$ cat src/rtl/core/mbsp_pkg.sv
package mbsp_pkg;

  localparam int PORT_W  = 2;
  localparam int PORTS   = 4;
  localparam int CHUNK   = 64;
  localparam int CNT_W   = 6;
  localparam int IN_TDATA_W  = 16;
  localparam int OUT_TDATA_W = 32;
  localparam int OUT_TUSER_W = 2;

  localparam logic [7:0] ST_REALTIME = 8'hF8;
  localparam logic [7:0] ST_SYSEX    = 8'hF0;
  localparam logic [7:0] ST_EOX      = 8'hF7;
  localparam logic [7:0] ST_PROG     = 8'hC0;
  localparam logic [7:0] ST_PRESSURE = 8'hD0;
  localparam logic [7:0] ST_MTC      = 8'hF1;
  localparam logic [7:0] ST_SONGPOS  = 8'hF2;
  localparam logic [7:0] ST_SONGSEL  = 8'hF3;
  localparam logic [7:0] HI_NIBBLE   = 8'hF0;

  localparam logic KIND_SHORT = 1'b0;
  localparam logic KIND_SYSEX = 1'b1;

  // Parser context of one port, one memory word.
  typedef struct packed {
    logic [7:0]       live_status;
    logic [7:0]       held_status;
    logic [7:0]       held_data;
    logic [1:0]       byte_index;
    logic [1:0]       expected_len;
    logic             sysex_active;
    logic [CNT_W-1:0] chunk_count;
  } mbsp_state_t;

  typedef struct packed {
    logic              emit;
    logic [PORT_W-1:0] port;
    logic              kind;
    logic [1:0]        msg_len;
    logic [7:0]        byte0;
    logic [7:0]        byte1;
    logic [7:0]        byte2;
    logic              chunk_end;
    logic              sysex_end;
  } mbsp_res_t;

  // Total length of the message that a status byte opens; zero for data and SysEx start.
  function automatic logic [1:0] msg_length(input logic [7:0] s);
    logic [7:0] t;
    logic [1:0] len;
    t = s & HI_NIBBLE;
    if (!s[7]) begin
      len = 2'd0;
    end else if (s < ST_SYSEX) begin
      len = (t == ST_PROG || t == ST_PRESSURE) ? 2'd2 : 2'd3;
    end else if (s >= ST_REALTIME) begin
      len = 2'd1;
    end else if (s == ST_SYSEX) begin
      len = 2'd0;
    end else if (s == ST_SONGPOS) begin
      len = 2'd3;
    end else if (s == ST_MTC || s == ST_SONGSEL) begin
      len = 2'd2;
    end else begin
      len = 2'd1;
    end
    return len;
  endfunction

endpackage

$ cat src/rtl/core/midi_byte_stream_parser_core.sv
// Pipeline: an accepted byte is held in the s1 registers, its result in out_r for out_*.
// Throughput: one byte per cycle while out_tready does not stall, bytes of the same port
// back to back too; the per-port context memory is read at accept and written from s1,
// and a forwarding register covers a read that meets the write to the same port.
// Reset: synchronous, active low; per-port valid flags all clear at once, no sweep.
module midi_byte_stream_parser_core
  import mbsp_pkg::*;
(
  input  logic                   clk,
  input  logic                   rst_n,
  input  logic                   in_tvalid,
  output logic                   in_tready,
  input  logic [IN_TDATA_W-1:0]  in_tdata,   // [1:0] rx_port, [9:2] rx_byte, zero pad
  output logic                   out_tvalid,
  input  logic                   out_tready,
  output logic [OUT_TDATA_W-1:0] out_tdata,  // [1:0] out_port, [3:2] msg_len, [11:4] byte0,
                                             // [19:12] byte1, [27:20] byte2, zero pad
  output logic [OUT_TUSER_W-1:0] out_tuser,  // [0] kind, [1] sysex_end
  output logic                   out_tlast   // chunk_end
);

  logic in_acc;
  logic adv;

  logic              s1_valid_r;
  logic [PORT_W-1:0] s1_port_r;
  logic [7:0]        s1_byte_r;

  logic              byp_valid_r;
  logic [PORT_W-1:0] byp_addr_r;
  mbsp_state_t       byp_data_r;

  mbsp_state_t mem_rdata;
  mbsp_state_t cur_st;
  mbsp_state_t nxt_st;
  logic        upd_wr;
  logic        mem_we;
  mbsp_res_t   res;

  logic      out_valid_r;
  mbsp_res_t out_r;

  assign adv       = !out_valid_r || out_tready;
  assign in_tready = !s1_valid_r || adv;
  assign in_acc    = in_tvalid && in_tready;

  mbsp_state_mem u_mem (
    .clk     (clk),
    .rst_n   (rst_n),
    .rd_en   (in_acc),
    .rd_addr (in_tdata[PORT_W-1:0]),
    .rd_data (mem_rdata),
    .wr_en   (mem_we),
    .wr_addr (s1_port_r),
    .wr_data (nxt_st)
  );

  // The previous byte's write can land on the same edge as this byte's read.
  assign cur_st = (byp_valid_r && byp_addr_r == s1_port_r) ? byp_data_r : mem_rdata;

  mbsp_update u_update (
    .port    (s1_port_r),
    .rx_byte (s1_byte_r),
    .cur     (cur_st),
    .nxt     (nxt_st),
    .wr_en   (upd_wr),
    .res     (res)
  );

  assign mem_we = s1_valid_r && adv && upd_wr;

  always_ff @(posedge clk) begin
    if (!rst_n) begin
      s1_valid_r  <= 1'b0;
      byp_valid_r <= 1'b0;
      out_valid_r <= 1'b0;
    end else begin
      if (in_tready) begin
        s1_valid_r <= in_acc;
      end
      if (mem_we) begin
        byp_valid_r <= 1'b1;
      end
      if (adv) begin
        out_valid_r <= s1_valid_r && res.emit;
      end
    end
  end

  always_ff @(posedge clk) begin
    if (in_acc) begin
      s1_port_r <= in_tdata[PORT_W-1:0];
      s1_byte_r <= in_tdata[PORT_W+7:PORT_W];
    end
    if (mem_we) begin
      byp_addr_r <= s1_port_r;
      byp_data_r <= nxt_st;
    end
    if (adv) begin
      out_r <= res;
    end
  end

  assign out_tvalid = out_valid_r;
  assign out_tdata  = {4'd0, out_r.byte2, out_r.byte1, out_r.byte0, out_r.msg_len, out_r.port};
  assign out_tuser  = {out_r.sysex_end, out_r.kind};
  assign out_tlast  = out_r.chunk_end;

  a_stall_only_when_full: assert property (@(posedge clk) disable iff (!rst_n)
    !in_tready |-> s1_valid_r && out_valid_r && !out_tready)
    else $error("input stalled while the pipeline had room");

  a_sysex_fields: assert property (@(posedge clk) disable iff (!rst_n)
    out_tvalid && out_tuser[0] == KIND_SYSEX |->
      out_tdata[3:2] == 2'd0 && out_tdata[27:12] == 16'd0)
    else $error("SysEx item carries short-message fields");

  a_short_fields: assert property (@(posedge clk) disable iff (!rst_n)
    out_tvalid && out_tuser[0] == KIND_SHORT |->
      out_tdata[3:2] != 2'd0 && !out_tlast && !out_tuser[1])
    else $error("short message with bad length or SysEx marks");

  a_end_closes_chunk: assert property (@(posedge clk) disable iff (!rst_n)
    out_tvalid && out_tuser[1] |-> out_tlast)
    else $error("SysEx end without chunk end");

endmodule

$ cat src/rtl/core/mbsp_state_mem.sv
module mbsp_state_mem
  import mbsp_pkg::*;
(
  input  logic              clk,
  input  logic              rst_n,
  input  logic              rd_en,
  input  logic [PORT_W-1:0] rd_addr,
  output mbsp_state_t       rd_data,
  input  logic              wr_en,
  input  logic [PORT_W-1:0] wr_addr,
  input  mbsp_state_t       wr_data
);

  mbsp_state_t mem [PORTS];
  logic [PORTS-1:0] vld_r;
  mbsp_state_t rdata_r;
  logic rd_vld_r;

  always_ff @(posedge clk) begin
    if (wr_en) begin
      mem[wr_addr] <= wr_data;
    end
    if (rd_en) begin
      rdata_r <= mem[rd_addr];
    end
  end

  // An entry never written reads as the reset context.
  always_ff @(posedge clk) begin
    if (!rst_n) begin
      vld_r    <= '0;
      rd_vld_r <= 1'b0;
    end else begin
      if (wr_en) begin
        vld_r[wr_addr] <= 1'b1;
      end
      if (rd_en) begin
        rd_vld_r <= vld_r[rd_addr];
      end
    end
  end

  assign rd_data = rd_vld_r ? rdata_r : '0;

endmodule

$ cat src/rtl/core/mbsp_update.sv
module mbsp_update
  import mbsp_pkg::*;
(
  input  logic [PORT_W-1:0] port,
  input  logic [7:0]        rx_byte,
  input  mbsp_state_t       cur,
  output mbsp_state_t       nxt,
  output logic              wr_en,
  output mbsp_res_t         res
);

  always_comb begin
    logic [CNT_W:0] cnt;
    logic [CNT_W-1:0] base;
    logic [1:0] len;
    logic [7:0] hs;
    logic [1:0] ix;
    logic [1:0] ex;
    logic se;
    logic ce;

    nxt   = cur;
    wr_en = 1'b0;
    res   = '0;
    res.port = port;
    cnt  = '0;
    base = '0;
    len  = '0;
    hs   = cur.held_status;
    ix   = cur.byte_index;
    ex   = cur.expected_len;
    se   = 1'b0;
    ce   = 1'b0;

    if (int'(port) < PORTS) begin
      wr_en = 1'b1;
      if (rx_byte >= ST_REALTIME) begin
        res.emit    = 1'b1;
        res.kind    = KIND_SHORT;
        res.msg_len = 2'd1;
        res.byte0   = rx_byte;
      end else if (cur.sysex_active || rx_byte == ST_SYSEX) begin
        base = cur.chunk_count;
        if (!cur.sysex_active) begin
          nxt.sysex_active   = 1'b1;
          nxt.live_status    = '0;
          nxt.byte_index     = '0;
          nxt.expected_len   = '0;
          base = '0;
        end else begin
          se = (rx_byte == ST_EOX);
        end
        cnt = {1'b0, base} + 1'b1;
        ce  = (cnt >= (CNT_W+1)'(CHUNK)) || se;
        nxt.chunk_count = ce ? '0 : cnt[CNT_W-1:0];
        if (se) begin
          nxt.sysex_active = 1'b0;
        end
        res.emit      = 1'b1;
        res.kind      = KIND_SYSEX;
        res.byte0     = rx_byte;
        res.chunk_end = ce;
        res.sysex_end = se;
      end else if (rx_byte[7]) begin
        len = msg_length(rx_byte);
        if (len == 2'd1) begin
          nxt.live_status    = '0;
          nxt.byte_index     = '0;
          nxt.expected_len   = '0;
          res.emit    = 1'b1;
          res.kind    = KIND_SHORT;
          res.msg_len = 2'd1;
          res.byte0   = rx_byte;
        end else begin
          nxt.held_status    = rx_byte;
          nxt.byte_index     = 2'd1;
          nxt.expected_len   = len;
          nxt.live_status    = (rx_byte < ST_SYSEX) ? rx_byte : '0;
        end
      end else if (ex == 2'd0 && cur.live_status == '0) begin
        // Stray data byte with nothing to attach to.
        wr_en = 1'b0;
      end else begin
        if (ex == 2'd0) begin
          hs = cur.live_status;
          ix = 2'd1;
          ex = msg_length(cur.live_status);
        end
        nxt.held_status  = hs;
        nxt.byte_index   = ix;
        nxt.expected_len = ex;
        if (ix <= 2'd1) begin
          if (ex <= 2'd2) begin
            nxt.byte_index   = '0;
            nxt.expected_len = '0;
            res.emit    = 1'b1;
            res.kind    = KIND_SHORT;
            res.msg_len = 2'd2;
            res.byte0   = hs;
            res.byte1   = rx_byte;
          end else begin
            nxt.held_data  = rx_byte;
            nxt.byte_index = 2'd2;
          end
        end else begin
          nxt.byte_index   = '0;
          nxt.expected_len = '0;
          res.emit    = 1'b1;
          res.kind    = KIND_SHORT;
          res.msg_len = 2'd3;
          res.byte0   = hs;
          res.byte1   = cur.held_data;
          res.byte2   = rx_byte;
        end
      end
    end
  end

endmodule
$ cat config.mk
export PLATFORM = sky130hd
export DESIGN_NAME = midi_byte_stream_parser_core
export DESIGN_NICKNAME = d
export VERILOG_FILES = /design/src/rtl/core/mbsp_pkg.sv /design/src/rtl/core/midi_byte_stream_parser_core.sv /design/src/rtl/core/mbsp_state_mem.sv /design/src/rtl/core/mbsp_update.sv
export SDC_FILE = /design/constraint.sdc
export NUM_CORES = 1
export LEC_CHECK = 0
export BUFFER_PORTS_ARGS = -buffer_cell sky130_fd_sc_hd__buf_2
export CAP_MARGIN = 0
export CORE_UTILIZATION = 35
export CTS_CLUSTER_SIZE = 30
export DETAILED_ROUTE_END_ITERATION = 10
export PLACE_DENSITY_LB_ADDON = 0.15
export SLEW_MARGIN = 20
export SYNTH_ARGS = -nofsm -noshare
export SYNTH_HDL_FRONTEND = slang
export SYNTH_SLANG_ARGS = --single-unit
$ cat constraint.sdc
create_clock -name clk -period 4.3 [get_ports clk]
set_clock_uncertainty 0.05 [all_clocks]
set_input_delay 0.215 -clock clk [delete_from_list [all_inputs] [get_ports clk]]
set_output_delay 0.215 -clock clk [all_outputs]
set_load 0.03 [all_outputs]
==> metrics.yaml, run 1 <==
netlist-cell-type-count: 63
regArea_mm2: 0.00755
cts_max_path_buffers: 3
routed_wl_um: 25800
slew_headroom_pct: 32.5
drt_iter0_drc: 474
grt-ovfl-total: 0
p_per_area_mw_per_mm2: 458
finalHoldViolCount: 0
clkTransAtPathRegs_ns: 0.06
wl_met3_um: 1310
port_buffers: 45
cts_made_buffers: 29
row_count: 63
total_power_uw: 5740
synth-seq-area-share_pct: 71.0
endpoint_kind: "flop"
min_period_over_period_pct: 78.9
multi_input_area_mm2: 0.00288
ys.flop_type: "edfxtp_1"
worst_slew_pin_slew_ns: 1.01
ant_nets: 0
syn_inst: 678
clock_sinks: 254
io_pins: 57
post-dp-hpwl_um: 16100
grt_use_total_pct: 17.3
num-fill-cells: 2654
synth-edff-count: 246
grt_pass1_vias: 6662
synth.avg_cell_area_um2: 15.7
wl_per_cell_um: 22.1
report.final.slew_viol_count: 0
path_max_fanout: 22
drt-vias-per-instance: 5.44
stdcell_count: 1167
yosys_warnings: 0
yosysTopAreaCellShare_pct: 69.5
yosysMostFrequentCell: "edfxtp_1"
placedCellCount: 1101
ys_seq_elements: 254
async_flop_share_pct: 0
maxCapViolations: 0
wl_met2_um: 12000
finalSetupViolCount: 0
hold_path_class: "input port to flop"
rsz0062_at_grt: "no"
die_h_um: 176
start_util_pct: 35.7
drive_gt1_share_pct: 22.7
fin_nets: 776
n_antenna_cell: 0
gp_congestion: 0.829
dieArea_mm2: 0.0311
root_buffer: "clkbuf_16"
netlist_area_mm2: 0.0106
netlist_top_cells_count: "246 x edfxtp_1, 76 x nand2_1, 35 x mux4_2, 32 x a21oi_1"
vias: 6354
max_clock_freq_mhz: 295
grt_max_degree: 39
top_layer: "met4"
min_period_ns: 3.39
htree_levels: 1
outcome: "finished clean"
p_leak_uw: 0.00433
required_ns: 4.55
clk_latency_ns: 0.54
ctsResizeCount: 0
route.detailed.drc: 0
drtPass1Iterations: 5
cp_data_arrival_time_ns: 3.64
core-area_mm2: 0.0297
antenna_found_initial: 1
path_class: "flop to flop"
synth_largest_area_cell: "edfxtp_1"
wl_met1_um: 11700
tritoncts: "yes"
max-vdd-ir-drop_uv: 266
synthTopCellsByArea: "edfxtp_1 70%, mux4_2 7.4%, nand2_1 2.7%, a21oi_1 1.5%, dfxtp_1 1.5%"
die_w_um: 176
post-route-util_pct: 42.1
grt_pass1_wl_um: 39800
start_kind: "flop"
area_growth_pct: 17.8
[repair_timing]
action / in CTS / in global routing
hold buffers: 13 / 0
hold endpoints to repair: 15 / 0
buffers inserted: 0 / 0
[metal layers]
| layer | track usage (%) | vias to the layer above |
|---|---|---|
| met5 | 0 | - |
| met4 | 6.23 | 0 |
| met3 | 3.38 | 51 |
| met2 | 27.5 | 209 |
| met1 | 23.4 | 3265 |
| li1 | - | 2829 |
[power breakdown]
part | switching (uW) | internal, uW | total, uW
clock | 972 | 1540 | 2510
combinational | 223 | 117 | 339
sequential | 68.2 | 2820 | 2890
total | 1260 | 4470 | 5740
[sequential cells by signal (all words and copies together) (netlist names)]
| signal | count |
|---|---|
| u_mem.rd_vld_r | 1 |
| out_tlast | 1 |
| out_tuser | 2 |
| out_tvalid | 1 |
| s1_byte_r | 8 |
| byp_data_r | 34 |
| s1_valid_r | 1 |
| u_mem.rdata_r | 34 |
| u_mem.vld_r | 4 |
| byp_addr_r | 2 |
| byp_valid_r | 1 |
| u_mem.mem | 136 |
| out_tdata | 27 |
| s1_port_r | 2 |
[cell families (layout without fill, tap and decap cells)]
family / count (synthesis) / after routing / synth area share [%]
buf+inv: 51 / 146 / 2.14
compound gates: 124 / 124 / 7.46
mux: 53 / 53 / 9.60
other cells: 1 / 5 / 0.0353
xor+xnor: 5 / 5 / 0.766
fa+ha+maj: 1 / 1 / 0.118
flops: 254 / 254 / 71.0
simple gates: 189 / 189 / 8.83
[critical path, cell delays in order (launching register included)]
cell,delay (ns)
edfxtp_1,0.59
xnor2_4,0.33
nand3_4,0.30
and3_1,0.30
a21oi_1,0.17
nor2_1,0.06
ha_1,0.27
nand3_1,0.13
nor3_1,0.06
a41oi_1,0.22
nand3_1,0.25
o22ai_1,0.41
[final timing paths]
path                               start                     endpoint  slack (ns)  depth (start not counted)
max               s1_port_r[0]$_DFFE_PP_    u_mem.mem[2][1]$_DFFE_PP_        0.91                         11
min                          in_tdata[1]       s1_port_r[1]$_DFFE_PP_        0.20                          1
max reg2reg       s1_port_r[0]$_DFFE_PP_    u_mem.mem[2][1]$_DFFE_PP_        0.91                         11
min reg2reg  u_mem.vld_r[3]$_SDFFE_PN0P_  u_mem.vld_r[3]$_SDFFE_PN0P_        0.41                          2
[layout make-up]
class,instances,area share [%]
timing repair buffer,85,4.68
clock inverter,20,1.94
clock buffer,33,5.92
inverter,8,0.240
multi-input combinational,377,23.0
tap,390,3.90
sequential,254,60.3
[cell usage in the layout, fill, tap and decap left out, drive strengths merged, types with 4 or more instances in the layout]
master       Yosys  final
mux2i            7      7
xnor2            5      5
and3            11     11
nor3b            4      4
mux4            35     35
nand4           11     11
and2            11     11
inv              8      9
clkbuf          30     33
nor2            21     21
nor3             9      9
o211ai           6      6
conb             1      5
a21oi           32     32
o21ai           29     29
o22ai            7      7
dlygate4sd3      0     13
nand3           27     27
bufinv           0      5
edfxtp         246    246
dfxtp            8      8
a211o            5      5
a31oi           12     12
or3              4      4
nand2           76     76
a22o             8      8
buf             13     72
mux2            11     11
clkinvlp         0      4
o2bb2ai          4      4
clkinv           0     10
[metrics by stage]
step	instance area [um^2]	setup slack (ns)	hold slack, ns	setup TNS [ns]
floorplan	10600	-0.470	0.264	-40.32
CTS	12500	0.895	0.312	0
finish	12500	0.907	0.200	0
detailed placement	11400	0.916	0.344	0
global placement	11400	0.986	0.342	0
global route	12500	0.589	0.203	0
(Power assumes the default switching activity.)
==> inputs of run 2 (changes only) <==
clock period = 3.3 ns   (was 4.3 ns; I/O delays follow)
==> metrics.yaml, run 2 (synthesis gave the netlist of run 1 again) <==
seqPwrFrac_pct: 50.2  # about the same
min_period_ns: 3.17  # -0.226 ns
p_int_uw: 5810  # +30%
drive_gt1_share_pct: 23.8  # +1.2 points
fin_ws_ns: 0.133  # -0.774 ns
p_clk_share_pct: 43.2  # -0.6 points
area_growth_pct: 18.9
route.detailed.drc: 0  # unchanged
min_period_over_period_pct: 96.0  # +17 points
cts_made_buffers: 27  # -6.9%
largest_reg_flops: 136  # unchanged
rsz0062_at_grt: "no"
clock_sinks: 254  # unchanged
r2r_start: "u_mem.rdata_r[27]$_DFFE_PP_"
wl_per_cell_um: 23.4  # +6.0%
root_buffer: "clkbuf_16"
whs_ns: 0.113  # -0.0863 ns
stdcell_count: 1179  # +1.0%
hold_path_end: "s1_port_r[1]$_DFFE_PP_"
rrSetupSlack_ns: 0.13  # -0.77 ns
start_util_pct: 35.7  # unchanged
setup_tns_ns: 0  # unchanged
clk_latency_ns: 0.54  # about the same
max-vdd-ir-drop_uv: 310  # +17%
row_count: 63  # unchanged
vias: 6336  # -0.28%
worstReg2RegEnd: "u_mem.mem[3][12]$_DFFE_PP_"
total_power_uw: 7450  # +30%
core-area_mm2: 0.0297  # unchanged
n_antenna_cell: 0  # unchanged
finalHoldViolCount: 0  # unchanged
report.final.slew_viol_count: 0  # unchanged
antenna_found_initial: 0  # -1
htree_levels: 1  # unchanged
post-dp-hpwl_um: 17500  # +8.6%
required_ns: 3.50  # -1.05 ns
gp_congestion: 0.865  # +4.4%
cts_max_path_buffers: 3  # unchanged
path_class: "flop to flop"
clkTransAtPathRegs_ns: 0.06  # about the same
die_h_um: 176  # unchanged
cp_data_arrival_time_ns: 3.37  # -0.27 ns
r2r_cells: 8  # -3
port_buffers: 45  # unchanged
final_cell_mix: "246 x edfxtp_1, 76 x nand2_1, 45 x buf_2"
io_pins: 57  # unchanged
grt_use_total_pct: 18.2  # +0.99 points
routed_wl_um: 27600  # +7.0%
hold_path_class: "input port to flop"
top_regs: "u_mem.mem: 136 flops, byp_data_r: 34 flops, u_mem.rdata_r: 34 flops"
slew_headroom_pct: 45.3  # +13 points
drtPass1Iterations: 5  # unchanged
p_leak_uw: 0.00440  # +1.7%
dieArea_mm2: 0.0311  # unchanged
start_kind: "flop"
regArea_mm2: 0.00755  # unchanged
grt_pass1_wl_um: 41400  # +3.8%
die_w_um: 176  # unchanged
combPwrFrac_pct: 6.6  # +0.7 points
placedCellCount: 1117  # +1.5%
endpoint_kind: "flop"
path_max_fanout: 17  # -23%
grt_max_degree: 35  # -10%
outcome: "finished clean"
p_per_area_mw_per_mm2: 590  # +29%
drt_iter0_drc: 448  # -5.5%
dp_slack_ns: 0.197  # -0.719 ns
regMostFlops: "u_mem.mem"
drt-vias-per-instance: 5.37  # -1.3%
tritoncts: "yes"
worst_slew_pin_slew_ns: 0.810  # -0.203 ns
swShare_pct: 22.0  # about the same
max_clock_freq_mhz: 316  # +7.1%
final_common_cell: "edfxtp_1"
fin_nets: 789  # +1.7%
startpoint: "u_mem.rdata_r[27]$_DFFE_PP_"
num-fill-cells: 2672  # +0.68%
finalSetupViolCount: 0  # unchanged
multi_input_area_mm2: 0.00290  # +0.65%
grt-ovfl-total: 0  # unchanged
hp-start: "in_tdata[1]"
ant_nets: 0  # unchanged
min_path_cells: 1  # unchanged
power.switching_uw: 1640  # +30%
grt_pass1_vias: 6487  # -2.6%
maxCapViolations: 0  # unchanged
==> run 2: per-layer routing <==
| layer | global-route usage [%] | up-vias | part of all wire [%] |
|---|---|---|---|
| li1 | - | 2859 | - |
| met1 | 26.0 | 3239 | 46 |
| met2 | 29.5 | 200 | 47 |
| met3 | 2.45 | 38 | 4.9 |
| met4 | 4.42 | 0 | 1.8 |
| met5 | 0 | - | 0 |
==> run 2: timing repair <==
| action | in CTS | in global routing |
|---|---|---|
| hold buffers | 12 | 0 |
| gates resized for setup | 0 | 0 |
| hold endpoints to repair | 15 | 0 |
| buffers inserted | 0 | 0 |
==> run 2: area by class of cell <==
class	instances	area share, %
Sequential cell	254	59.8
Tap cell	390	3.86
Inverter	8	0.238
Clock inverter	20	2.05
Multi-Input combinational cell	377	23.0
Clock buffer	30	5.44
Timing Repair Buffer	100	5.69
==> run 2: power by group through the flow <==
stage	Sequential [uW]	Combinational, uW	Clock, uW
after floorplan	3800	279	0
after global placement	3800	479	0
after detailed placement	3810	488	0
after CTS	3740	501	3290
after global routing	3750	532	3410
final	3740	494	3220
==> run 2: critical path: stages, from the launching register on <==
cell and delay (ns):
edfxtp_1 0.43, or4_1 0.55, o41ai_1 0.38, mux2_4 0.27
nand4_1 0.22, nand3_1 0.33, inv_1 0.15, and3_2 0.24
buf_4 0.24
==> run 2: worst max path at each step <==
stage / end / slack, ns / cells past startpoint
after floorplan: u_mem.mem[3][0]$_DFFE_PP_ / -0.35 / 9
after global placement: u_mem.mem[3][13]$_DFFE_PP_ / 0.22 / 8
after detailed placement: u_mem.mem[3][13]$_DFFE_PP_ / 0.20 / 8
after CTS: u_mem.mem[3][12]$_DFFE_PP_ / 0.16 / 8
after global routing: u_mem.mem[0][1]$_DFFE_PP_ / 0.008 / 11
final: u_mem.mem[3][12]$_DFFE_PP_ / 0.13 / 8
==> run 2: through the flow <==
| stage | cell area (um^2) | utilization, % |
|---|---|---|
| after floorplan | 10700 | - |
| after global placement | 11600 | 38.9 |
| after detailed placement | 11600 | 38.9 |
| after CTS | 12600 | 42.5 |
| after global routing | 12600 | 42.5 |
| final | 12600 | 42.5 |
